File: src/hw/rtl/dsp_adpcm_frame_decoder_assert.svh
// Assertion macros for the ADPCM frame decoder.
`ifndef DSP_ADPCM_FRAME_DECODER_ASSERT_SVH
`define DSP_ADPCM_FRAME_DECODER_ASSERT_SVH

`ifndef SYNTHESIS
`define ADPCM_ASSERT(lbl, clk, rst_n, prop, msg) \
	lbl: assert property (@(posedge clk) disable iff (!rst_n) prop) else $error(msg);
`define ADPCM_ASSERT_ALWAYS(lbl, clk, prop, msg) \
	lbl: assert property (@(posedge clk) prop) else $error(msg);
`else
`define ADPCM_ASSERT(lbl, clk, rst_n, prop, msg)
`define ADPCM_ASSERT_ALWAYS(lbl, clk, prop, msg)
`endif

`endif

File: src/hw/rtl/adpcm_pkg.sv
package adpcm_pkg;

	localparam int MAX_CHANNELS = 8;
	localparam int CH_W = 3;
	localparam int PRED_W = 3;
	localparam int PREDICTORS = 8;
	localparam int COEF_ROWS = MAX_CHANNELS * PREDICTORS;
	localparam int ROW_W = $clog2(COEF_ROWS);
	localparam int NIB_BITS = 56;
	localparam int FRAC_BITS = 11;
	localparam int ACC_W = 34;

	localparam logic [3:0] SAMPLES_PER_FRAME = 4'd14;
	localparam logic [ACC_W-1:0] ROUND = ACC_W'(1024);

	localparam logic [1:0] REQ_DECODE = 2'd0;
	localparam logic [1:0] REQ_LOAD_COEF = 2'd1;
	localparam logic [1:0] REQ_SET_HIST = 2'd2;

	typedef struct packed {
		logic [1:0]         req_type;
		logic [CH_W-1:0]    channel;
		logic [63:0]        frame_bytes;
		logic [3:0]         num_samples;
		logic [PRED_W-1:0]  coef_index;
		logic signed [15:0] coef_first;
		logic signed [15:0] coef_second;
		logic signed [15:0] history_newest;
		logic signed [15:0] history_older;
	} req_t;

	typedef struct packed {
		logic signed [15:0] pcm_sample;
		logic [CH_W-1:0]    out_channel;
		logic [3:0]         sample_pos;
		logic               last;
	} smp_t;

	typedef struct packed {
		logic en;
		logic first;
	} mac_ctl_t;

endpackage

File: src/hw/rtl/dsp_adpcm_frame_decoder.sv
// ADPCM frame decoder for eight channels.
// Requests arrive on req_valid/req_ready/req_data, one beat per request. A decode
// request carries one 8-byte frame and yields one beat per sample on
// smp_valid/smp_ready/smp_data, with last set on the final sample of the frame.
// Load and set-history requests update a channel's coefficient pair or its history
// in the cycle they are taken and produce no output.
// A decode request occupies the block from the request cycle, which issues the coefficient
// RAM read, through a step that captures the coefficient pair and history, then per sample
// two passes through the single multiply-accumulate unit and an emit step that outputs the
// sample and shifts the history.
// The first sample reaches the output register after the COEF, MUL1, MUL2 and EMIT states.
// req_ready is high only while no frame is being decoded; a request that decodes
// no samples, or a load or set-history request, leaves the block idle and ready.
// When the receiver stalls, the decoder holds in its emit step until the output
// register frees, so no sample is lost or repeated.
// Reset marks all coefficient pairs unloaded, so they read as zero, clears histories
// to zero, empties the output register and leaves the block ready for a request.
`include "dsp_adpcm_frame_decoder_assert.svh"

module dsp_adpcm_frame_decoder (
	input  logic            clk,
	input  logic            arst_n,
	input  logic            req_valid,
	output logic            req_ready,
	input  adpcm_pkg::req_t req_data,
	output logic            smp_valid,
	input  logic            smp_ready,
	output adpcm_pkg::smp_t smp_data
);
	import adpcm_pkg::*;

	typedef enum logic [2:0] {
		ST_IDLE,
		ST_COEF,
		ST_MUL1,
		ST_MUL2,
		ST_EMIT
	} state_t;

	state_t                state_q;
	logic [CH_W-1:0]       ch_q;
	logic [3:0]            cnt_q;
	logic [3:0]            pos_q;
	logic [3:0]            shift_q;
	logic [NIB_BITS-1:0]   nib_q;
	logic signed [15:0]    c1_q;
	logic signed [15:0]    c2_q;
	logic signed [15:0]    h1_q;
	logic signed [15:0]    h2_q;
	logic                  coef_ok_q;
	logic                  smp_valid_q;
	smp_t                  smp_q;
	logic                  coef_vld_q [COEF_ROWS];
	logic signed [15:0]    hist_new_q [MAX_CHANNELS];
	logic signed [15:0]    hist_old_q [MAX_CHANNELS];

	logic                  accept;
	logic                  ch_ok;
	logic [3:0]            cnt_cap;
	logic                  ram_we;
	logic                  ram_re;
	logic [ROW_W-1:0]      ram_waddr;
	logic [ROW_W-1:0]      ram_raddr;
	logic [31:0]           ram_rdata;
	logic                  start;
	logic                  emit_go;
	logic                  last_flag;
	logic                  hist_set;
	mac_ctl_t              mac_ctl;
	logic signed [15:0]    mac_coef;
	logic signed [15:0]    mac_hist;
	logic signed [15:0]    sample;

	assign req_ready = (state_q == ST_IDLE);
	assign accept = req_valid && req_ready;
	assign ch_ok = 32'(req_data.channel) < MAX_CHANNELS;
	assign cnt_cap = (req_data.num_samples > SAMPLES_PER_FRAME) ?
		SAMPLES_PER_FRAME : req_data.num_samples;

	assign ram_we = accept && ch_ok && (req_data.req_type == REQ_LOAD_COEF);
	assign ram_re = accept && ch_ok && (req_data.req_type == REQ_DECODE);
	assign hist_set = accept && ch_ok && (req_data.req_type == REQ_SET_HIST);
	assign ram_waddr = {req_data.channel, req_data.coef_index};
	assign ram_raddr = {req_data.channel, req_data.frame_bytes[62:60]};
	assign start = ram_re && (cnt_cap != 4'd0);

	assign emit_go = (state_q == ST_EMIT) && (!smp_valid_q || smp_ready);
	assign last_flag = (4'(pos_q + 4'd1) == cnt_q);

	assign mac_ctl.en = (state_q == ST_MUL1) || (state_q == ST_MUL2);
	assign mac_ctl.first = (state_q == ST_MUL1);
	assign mac_coef = (state_q == ST_MUL1) ? c1_q : c2_q;
	assign mac_hist = (state_q == ST_MUL1) ? h1_q : h2_q;

	adpcm_ram #(
		.WIDTH(32),
		.DEPTH(COEF_ROWS)
	) u_coef_ram (
		.clk   (clk),
		.we    (ram_we),
		.waddr (ram_waddr),
		.wdata ({req_data.coef_first, req_data.coef_second}),
		.re    (ram_re),
		.raddr (ram_raddr),
		.rdata (ram_rdata)
	);

	adpcm_mac u_mac (
		.clk    (clk),
		.ctl    (mac_ctl),
		.nib    (nib_q[NIB_BITS-1 -: 4]),
		.shift  (shift_q),
		.coef   (mac_coef),
		.hist   (mac_hist),
		.sample (sample)
	);

	// A coefficient row that was never loaded reads as zero.
	always_ff @(posedge clk or negedge arst_n) begin
		if (!arst_n) begin
			for (int i = 0; i < COEF_ROWS; i++) begin
				coef_vld_q[i] <= 1'b0;
			end
			for (int i = 0; i < MAX_CHANNELS; i++) begin
				hist_new_q[i] <= '0;
				hist_old_q[i] <= '0;
			end
		end else begin
			if (ram_we) begin
				coef_vld_q[ram_waddr] <= 1'b1;
			end
			if (hist_set) begin
				hist_new_q[req_data.channel] <= req_data.history_newest;
				hist_old_q[req_data.channel] <= req_data.history_older;
			end else if (emit_go && last_flag) begin
				hist_new_q[ch_q] <= sample;
				hist_old_q[ch_q] <= h1_q;
			end
		end
	end

	always_ff @(posedge clk or negedge arst_n) begin
		if (!arst_n) begin
			state_q <= ST_IDLE;
			smp_valid_q <= 1'b0;
		end else begin
			if (emit_go) begin
				smp_valid_q <= 1'b1;
			end else if (smp_ready) begin
				smp_valid_q <= 1'b0;
			end
			unique case (state_q)
				ST_IDLE: begin
					if (start) begin
						state_q <= ST_COEF;
					end
				end
				ST_COEF: begin
					state_q <= ST_MUL1;
				end
				ST_MUL1: begin
					state_q <= ST_MUL2;
				end
				ST_MUL2: begin
					state_q <= ST_EMIT;
				end
				ST_EMIT: begin
					if (emit_go) begin
						state_q <= last_flag ? ST_IDLE : ST_MUL1;
					end
				end
				default: begin
					state_q <= ST_IDLE;
				end
			endcase
		end
	end

	always_ff @(posedge clk) begin
		if (start) begin
			ch_q <= req_data.channel;
			cnt_q <= cnt_cap;
			pos_q <= 4'd0;
			shift_q <= req_data.frame_bytes[59:56];
			nib_q <= req_data.frame_bytes[NIB_BITS-1:0];
			coef_ok_q <= coef_vld_q[ram_raddr];
		end
		if (state_q == ST_COEF) begin
			c1_q <= coef_ok_q ? ram_rdata[31:16] : '0;
			c2_q <= coef_ok_q ? ram_rdata[15:0] : '0;
			h1_q <= hist_new_q[ch_q];
			h2_q <= hist_old_q[ch_q];
		end
		if (emit_go) begin
			smp_q.pcm_sample <= sample;
			smp_q.out_channel <= ch_q;
			smp_q.sample_pos <= pos_q;
			smp_q.last <= last_flag;
			h1_q <= sample;
			h2_q <= h1_q;
			nib_q <= {nib_q[NIB_BITS-5:0], 4'd0};
			pos_q <= 4'(pos_q + 4'd1);
		end
	end

	assign smp_valid = smp_valid_q;
	assign smp_data = smp_q;

	`ADPCM_ASSERT(a_pos_in_range, clk, arst_n, (state_q == ST_EMIT) |-> (pos_q < cnt_q), "sample position beyond frame count")
	`ADPCM_ASSERT(a_coef_after_read, clk, arst_n, (state_q == ST_COEF) |-> $past(ram_re), "coefficient fetch without RAM read")
	`ADPCM_ASSERT(a_idle_after_last, clk, arst_n, (emit_go && last_flag) |=> (state_q == ST_IDLE), "decoder busy after last sample")
	`ADPCM_ASSERT_ALWAYS(a_reset_idle, clk, !arst_n |=> (state_q == ST_IDLE && !smp_valid_q), "reset does not clear control state")

endmodule

File: src/hw/rtl/adpcm_ram.sv
module adpcm_ram #(
	parameter int WIDTH = 32,
	parameter int DEPTH = 64
) (
	input  logic                     clk,
	input  logic                     we,
	input  logic [$clog2(DEPTH)-1:0] waddr,
	input  logic [WIDTH-1:0]         wdata,
	input  logic                     re,
	input  logic [$clog2(DEPTH)-1:0] raddr,
	output logic [WIDTH-1:0]         rdata
);

	logic [WIDTH-1:0] mem_q [DEPTH];

	always_ff @(posedge clk) begin
		if (we) begin
			mem_q[waddr] <= wdata;
		end
		if (re) begin
			rdata <= mem_q[raddr];
		end
	end

endmodule

File: src/hw/rtl/adpcm_mac.sv
module adpcm_mac (
	input  logic                 clk,
	input  adpcm_pkg::mac_ctl_t  ctl,
	input  logic [3:0]           nib,
	input  logic [3:0]           shift,
	input  logic signed [15:0]   coef,
	input  logic signed [15:0]   hist,
	output logic signed [15:0]   sample
);
	import adpcm_pkg::*;

	localparam logic signed [ACC_W-1:0] SAT_MAX = ACC_W'(32767);
	localparam logic signed [ACC_W-1:0] SAT_MIN = -ACC_W'(32768);

	logic signed [ACC_W-1:0] acc_q;
	logic signed [ACC_W-1:0] base;
	logic signed [31:0]      prod;
	logic signed [ACC_W-1:0] quot;
	logic [4:0]              amount;

	// The first step of a sample seeds the sum with the scaled nibble and rounding term.
	assign amount = {1'b0, shift} + 5'(FRAC_BITS);
	assign base = (ACC_W'(signed'(nib)) <<< amount) + signed'(ROUND);
	assign prod = coef * hist;

	always_ff @(posedge clk) begin
		if (ctl.en) begin
			acc_q <= (ctl.first ? base : acc_q) + ACC_W'(prod);
		end
	end

	assign quot = acc_q >>> FRAC_BITS;

	always_comb begin
		if (quot > SAT_MAX) begin
			sample = 16'sh7fff;
		end else if (quot < SAT_MIN) begin
			sample = -16'sh8000;
		end else begin
			sample = quot[15:0];
		end
	end

endmodule

File: config.mk
export PLATFORM = sky130hd
export DESIGN_NAME = dsp_adpcm_frame_decoder
export DESIGN_NICKNAME = d
export VERILOG_FILES = /design/src/hw/rtl/adpcm_pkg.sv /design/src/hw/rtl/dsp_adpcm_frame_decoder.sv /design/src/hw/rtl/adpcm_ram.sv /design/src/hw/rtl/adpcm_mac.sv
export VERILOG_INCLUDE_DIRS = /design/src /design/src/hw/rtl
export SDC_FILE = /design/constraint.sdc
export NUM_CORES = 2
export LEC_CHECK = 0
export ABC_CLOCK_PERIOD_IN_PS = 7150
export BUFFER_PORTS_ARGS = -buffer_cell sky130_fd_sc_hd__buf_2
export CAP_MARGIN = 20
export CORE_UTILIZATION = 50
export CTS_BUF_LIST = sky130_fd_sc_hd__clkbuf_4 sky130_fd_sc_hd__clkbuf_8
export CTS_CLUSTER_SIZE = 40
export DETAILED_ROUTE_END_ITERATION = 10
export PLACE_DENSITY = 0.68
export SLEW_MARGIN = 10
export SYNTH_ARGS = -nofsm -noshare
export SYNTH_HDL_FRONTEND = slang
export SYNTH_SLANG_ARGS = --single-unit
File: constraint.sdc
create_clock -name clk -period 7.15 [get_ports clk]
set_clock_uncertainty 0.2 [all_clocks]
set_input_delay 0 -clock clk [delete_from_list [all_inputs] [get_ports clk]]
set_output_delay 0 -clock clk [all_outputs]
set_load 0.03 [all_outputs]
== Word-level counts from Yosys, hierarchy flattened ==
Memories as Yosys holds them, arrays and structs flattened. A register that Yosys moved wholly into a read port is not among the register bits.
Index checks and enable logic that the tools add are counted.

* $add $sub $neg: 4
* $mul: 1
* Magnitude comparators: 10
* Eq/ne operators: 9
* Shift operators: 1
* Muxes and demuxes: 45
* Bitwise gates (word level): 5
* Reductions and logical operators: 21

{| class="wikitable"
|+ Operators by type and width
! cell !! number
|-
| 128-bit bitwise mux || 4
|-
| 128-bit two-way mux || 4
|-
| 16-bit two-way mux || 14
|-
| 56-bit two-way mux || 2
|-
| 16-bit binary-select mux with 3-bit select || 2
|-
| 16-bit demux with 3-bit select || 2
|-
| 64-bit OR || 1
|-
| 34-bit by 12-bit adder with 34-bit output, second input constant || 1
|-
| 34-bit by 32-bit adder with 34-bit output || 1
|-
| 34-bit two-way mux || 1
|-
| 4-bit by 5-bit <<< shifter with 34-bit output || 1
|-
| 16-bit by 16-bit multiplier with 32-bit output || 1
|-
| 23-bit by 16-bit greater-than comparator with 1-bit output, second input constant || 1
|-
| 23-bit by 16-bit less-than comparator with 1-bit output, second input constant || 1
|-
| 3-bit case mux with 5 select lines || 1
|-
| 7-bit greater-or-equal comparator, second input constant || 2
|-
| 6-bit inverter with 7-bit output || 2
|-
| 4-bit two-way mux || 3
|-
| 1-bit logical AND || 10
|-
| 4-bit greater-or-equal comparator, second input constant || 2
|-
| 4-bit by 1-bit less-than comparator with 1-bit output, second input constant || 2
|-
| 3-bit inverter with 4-bit output || 2
|-
| 2-bit nonzero test || 4
|-
| 7-bit by 1-bit less-than comparator with 1-bit output, second input constant || 1
|-
| other kinds (22) || 31
|}

* Register bits: 518
* RAM bits: 2048
* Output and inout bits: 26
* Memories: 1

{| class="wikitable"
|+ Memory list
! name !! depth !! width !! read ports !! clocked after memory_dff !! wr ports !! RTL line !! text
|-
| u_coef_ram.mem_q || 64 || 32 || 1 || 1 || 1 || adpcm_ram.sv:14 || <nowiki>logic [WIDTH-1:0] mem_q [DEPTH];</nowiki>
|}

== Longest topological paths before layout ==
* Depth in word-level cells: 8
* Gate-level depth with buffers: 31

== Hierarchy ==
A second synthesis with hierarchy kept.

* Cell total of the unflattened synthesis: 6856
* Area, all modules: 115618.4 sq um

{| class="wikitable"
|+ By module, submodules not included
! module !! instances !! cells an instance !! area each (sq um) !! sequential area each (sq um)
|-
| adpcm_ram || 1 || 3324 || 78835.6 || 62459.9
|-
| dsp_adpcm_frame_decoder || 1 || 2046 || 23089.6 || 12872.3
|-
| adpcm_mac || 1 || 1486 || 13693.1 || 1021.0
|}

== Least setup slack after synthesis ==
OpenSTA, ideal clock, no wires.

* Path type: reg-to-reg
* Start: reg shift_q[0]
* End: reg u_mac.acc_q[32] (data pin)
* Library setup time: 262 ps
* Data arrival time: 7024 ps
* Data required time: 6688 ps
* Setup slack: -335 ps
* Cell stages (with the launch flop): 27
* Buffers on the path: 2
* Cell sequence: edfxtp_1 buf_2 inv_1 ha_1 xnor2_1 mux2_2 a22oi_4 o21ai_1 and4_1 buf_2 o41ai_1 fa_1 fa_1 fa_1 fa_1 inv_1 fa_1 inv_1 ha_1 and2_1 a2111oi_0 o221ai_1 a21oi_2 o221ai_1 nor3b_1 a211oi_1 xnor2_1

* Cells in the longest elaborated chain, start to end: 5

{| class="wikitable"
|+ RTL lines
! item !! RTL line !! text
|-
| from (decl) || dsp_adpcm_frame_decoder.sv:44 || <nowiki>logic [3:0] shift_q;</nowiki>
|-
| from (signal assigned) || dsp_adpcm_frame_decoder.sv:184 || <nowiki>shift_q <= req_data.frame_bytes[59:56];</nowiki>
|-
| 4-bit by 4-bit adder with 5-bit output || adpcm_mac.sv:22 || <nowiki>assign amount = {1'b0, shift} + 5'(FRAC_BITS);</nowiki>
|-
| 4-bit by 5-bit <<< shifter with 34-bit output || adpcm_mac.sv:23 || <nowiki>assign base = (ACC_W'(signed'(nib)) <<< amount) + signed'(ROUND);</nowiki>
|-
| 34-bit by 12-bit adder with 34-bit output || adpcm_mac.sv:23 ||
|-
| 34-bit two-way mux || adpcm_mac.sv:28 || <nowiki>acc_q <= (ctl.first ? base : acc_q) + ACC_W'(prod);</nowiki>
|-
| 34-bit by 32-bit adder with 34-bit output || adpcm_mac.sv:28 ||
|-
| to (signal assigned) || adpcm_mac.sv:28 ||
|-
| to (decl) || adpcm_mac.sv:15 || <nowiki>logic signed [ACC_W-1:0] acc_q;</nowiki>
|}

No other way between the ends.
A chain may end at the register's enable or synchronous reset.

== Worst setup path after layout ==
* Start: reg state_q[2]
* End: reg u_mac.acc_q[31] (data pin)

* Cells in the longest elaborated chain, start to end: 4

{| class="wikitable"
|+ RTL lines
! item !! RTL line !! text
|-
| from (decl) || dsp_adpcm_frame_decoder.sv:40 || <nowiki>state_t state_q;</nowiki>
|-
| from (signal assigned) || dsp_adpcm_frame_decoder.sv:169 || <nowiki>state_q <= last_flag ? ST_IDLE : ST_MUL1;</nowiki>
|-
| 3-bit by 2-bit equality test with 1-bit output (*) || dsp_adpcm_frame_decoder.sv:91, dsp_adpcm_frame_decoder.sv:92, dsp_adpcm_frame_decoder.sv:93 ||
|-
| 16-bit two-way mux (on tied branches) || dsp_adpcm_frame_decoder.sv:92, dsp_adpcm_frame_decoder.sv:93 ||
|-
| 16-bit by 16-bit multiplier with 32-bit output || adpcm_mac.sv:24 || <nowiki>assign prod = coef * hist;</nowiki>
|-
| 34-bit by 32-bit adder with 34-bit output (*) || adpcm_mac.sv:28 ||
|}

Every way passes the cells marked *; elsewhere a longest branch is shown, timed or not.

==> qor.csv <==
stage,metric,value,unit
worst_setup_path,family with the most delay on the worst path,adder cells,
finish,fraction of layout cells with a size suffix above 1,26.8,%
timing,count of pins over their slew limit,0,
clock_tree,Max clock buf depth,4,
clock_tree,Clock transition at path regs,60,ps
outcome,violated checks,design-rule violations,
floorplan,# rows,174,
worst_setup_path,type of the worst setup path,reg2reg,
placed_design,pre-CTS setup slack,-203,ps
timing,unrepaired setup endpoints after global routing,yes,
logic_synthesis,Post-synth EDFFs,2270,
worst_setup_path,largest fanout of any net on the critical path,6,
worst_setup_path,"Largest stage delay, worst path",540,ps
logic_synthesis,synthesized flop and latch total,2598,
timing,least setup slack across all paths after layout,126,ps
routing,antenna-violating nets left,0,
logic_synthesis,flip-flop cell with the highest count after synthesis,edfxtp_1,
floorplan,die height,478,um
logic_synthesis,count of cell types in the netlist,74,
timing,highest clock frequency the design can meet,142,MHz
hold_path,Tightest Hold Check Type,in2reg,
placed_design,number of placed instances with taps included,9629,
global_routing,initial antenna violation count,12,
outcome,run status,"finished, violations left",
routing,final WL,313,mm
logic_synthesis,top cells by instance count after synthesis,"edfxtp_1 (2,270), mux4_2 (604), nand2_1 (562), nor2_1 (403), inv_1 (374)",
logic_synthesis,Async SR Flop Fraction,12.5,%
timing,min Tclk post-route,7020,ps
finish,fillers,16713,
global_routing,maximum number of pins on one net before global-route repair,171,
finish,"final std cell area, no fill",0.133,mm2
global_routing,total global routing overflow,0,
floorplan,I/O pins,170,
logic_synthesis,top cells by area in the synthesized netlist,"edfxtp_1 (60%), mux4_2 (12%), dfrtp_1 (7.2%)",
global_routing,Tot GR Track Use,27.4,%
finish,count of non-filler cells in the finished layout,10775,
logic_synthesis,combined area of all synthesized cells,0.113,mm2
worst_setup_path,Crit-path slowest cell,fa_1,
logic_synthesis,most frequent cell after synthesis,edfxtp_1,
worst_setup_path,count of buffering cells on the critical path with inverters included,8,
worst_setup_path,"Top cell by count, worst path",fa_1,
clock_tree,number of buffers created by CTS,415,
global_routing,wire length of the first global-routing pass,457,mm
placed_design,# port buffers,168,
logic_synthesis,Post-Syn Instances,6541,
routing,vias after detailed routing,66001,
routing,DRC violation total after the first TritonRoute iteration,7873,
logic_synthesis,warning count from the yosys run,0,
timing,final hold violations,0,
routing,via density per instance,6.13,
placed_design,HPWL after detailed placement,180,mm
finish,net count reported at finish,8010,
clock_tree,root buffer cell,clkbuf_8,
global_routing,number of global-route vias before repair,68388,
routing,router iterations before antenna repair,11,
logic_synthesis,per-instance average area after synthesis,17.3,um2
worst_setup_path,nature of the critical path startpoint,flip-flop,
clock_tree,"Clk Latency, worst-skew pair",1120,ps
timing,transition time of the tightest slew-check pin,1180,ps
clock_tree,number of clock sinks,2598,
logic_synthesis,Synth area leader,edfxtp_1,
timing,Min Hold Slack,46.9,ps
timing,number of endpoints failing setup at the final stage,0,
placed_design,routability cong.,0.880,
logic_synthesis,Post-Syn Nets,7095,
clock_tree,number of H-tree levels,5,
logic_synthesis,share of the synthesized area in the top cell type,60.1,%
worst_setup_path,required time of the critical path,7740,ps
worst_setup_path,capturing element type of the critical path,flip-flop,
placed_design,total placed instance area,0.120,mm2
worst_setup_path,worst-case register-to-register setup slack,130,ps
run,max-cap violations,0,
clock_tree,CTS tree,done,
timing,worst slew margin relative to its limit,20.6,%
worst_setup_path,data arrival time of the critical path,7620,ps
routing,wire length per cell,29.1,um
logic_synthesis,sequential fraction of the synthesis area,67.3,%
floorplan,core footprint,0.225,mm2
finish,area delta synth->final,17.0,%
floorplan,initial cell density of the core,50.4,%
routing,DRC,44,
floorplan,die outline area,0.229,mm2
timing,post-route clock period utilization,98.2,%
floorplan,die width,478,um
-- stage by stage --
step                      util (%)  setup TNS (ps)
after global routing          58.9            -218
final                         58.9               0
after CTS                     58.3               0
after floorplan                  -           -13.1
after global placement        53.2            -120
after detailed placement      53.2           -1030
-- placed cells by master, fill, tap and decap left out, types with 21 or more instances in the layout --
cell type	synthesis	routed
mux4_2	604	604
a21oi_1	42	39
xnor2_1	32	30
mux2i_1	167	152
ha_1	105	97
dfrtp_1	324	324
inv_1	374	368
nor2_1	403	321
nand3_1	33	31
clkbuf_8	0	432
clkinv_1	0	92
nand2_1	562	542
clkbuf_4	0	147
nor3_1	27	21
clkinv_2	0	45
buf_4	6	324
nor2_4	0	70
a22oi_1	177	177
or2_2	67	65
and2_1	57	53
a22o_1	97	97
dlygate4sd3_1	0	346
o21ai_0	41	33
a221o_1	126	125
a221oi_1	44	44
fa_1	305	300
o22ai_1	64	63
o21ai_1	24	26
buf_2	87	162
buf_12	0	37
edfxtp_1	2270	2270
-- worst min-delay path, cell delays in order --
cell and delay, ps:
dlygate4sd3_1 520, buf_2 220, nor3_2 120, o41a_2 240
-- state kept, by name (all words and copies together), names as in the netlist, 16 cells and up --
name / count
hist_old_q: 128
c1_q: 16
nib_q: 56
smp_data: 24
c2_q: 16
u_coef_ram.mem_q: 2048
coef_vld_q: 64
u_coef_ram.rdata: 32
h1_q: 16
u_mac.acc_q: 34
h2_q: 16
hist_new_q: 128
-- layer usage --
metal,up-vias,routed length (um),GRT usage [%],part of all wire [%]
met2,3779,150000,44.1,48
met4,2,12000,10.2,3.8
met3,738,30900,5.63,9.9
met5,-,13,0,0.0042
li1,27076,-,-,-
met1,34406,120000,37.1,38
-- worst paths after layout --
check,endpoint,startpoint,cells after the start
min reg2reg,coef_vld_q[60],coef_vld_q[60],1
max reg2reg,u_mac.acc_q[31],state_q[2],27
max in group asynchronous,coef_vld_q[1],arst_n,6
min in group asynchronous,hist_new_q[23],arst_n,5
min,ch_q[2],req_data[138],4
max,u_mac.acc_q[31],state_q[2],27
-- logic make-up after synthesis --
family,count (synthesis),synth area share [%]
muxes,783,13.6
buffers and inverters,777,2.71
and+or+nand+nor,1222,4.59
adders and majority gates,410,6.54
AOI/OAI and AO/OA,706,4.86
xor gates and xnor gates,45,0.354
DFF,2598,67.3
-- layout make-up --
class | instances | area (um2) | area share (%)
antenna | 9 | 22.5 | 0.0170
clock buffer | 578 | 7040 | 5.31
clock inverter | 157 | 981 | 0.740
inverter | 375 | 1410 | 1.06
multi-input combinational | 3167 | 35100 | 26.5
sequential | 2598 | 76400 | 57.6
tap | 2992 | 3740 | 2.82
timing repair buffer | 899 | 7950 | 5.99
-- repair_timing --
item                                    4_1_cts  5_1_grt
hold buffers                                337       14
pin swaps                                     3       46
gates resized for setup                      15      126
gates cloned                                  0        6
setup buffers                                 1       27
endpoints found under the setup margin       12       16
endpoints found under the hold margin      3138      727
Power is not shown: default switching activity piles up to over one toggle a cycle in this logic, so the estimate is an artifact.
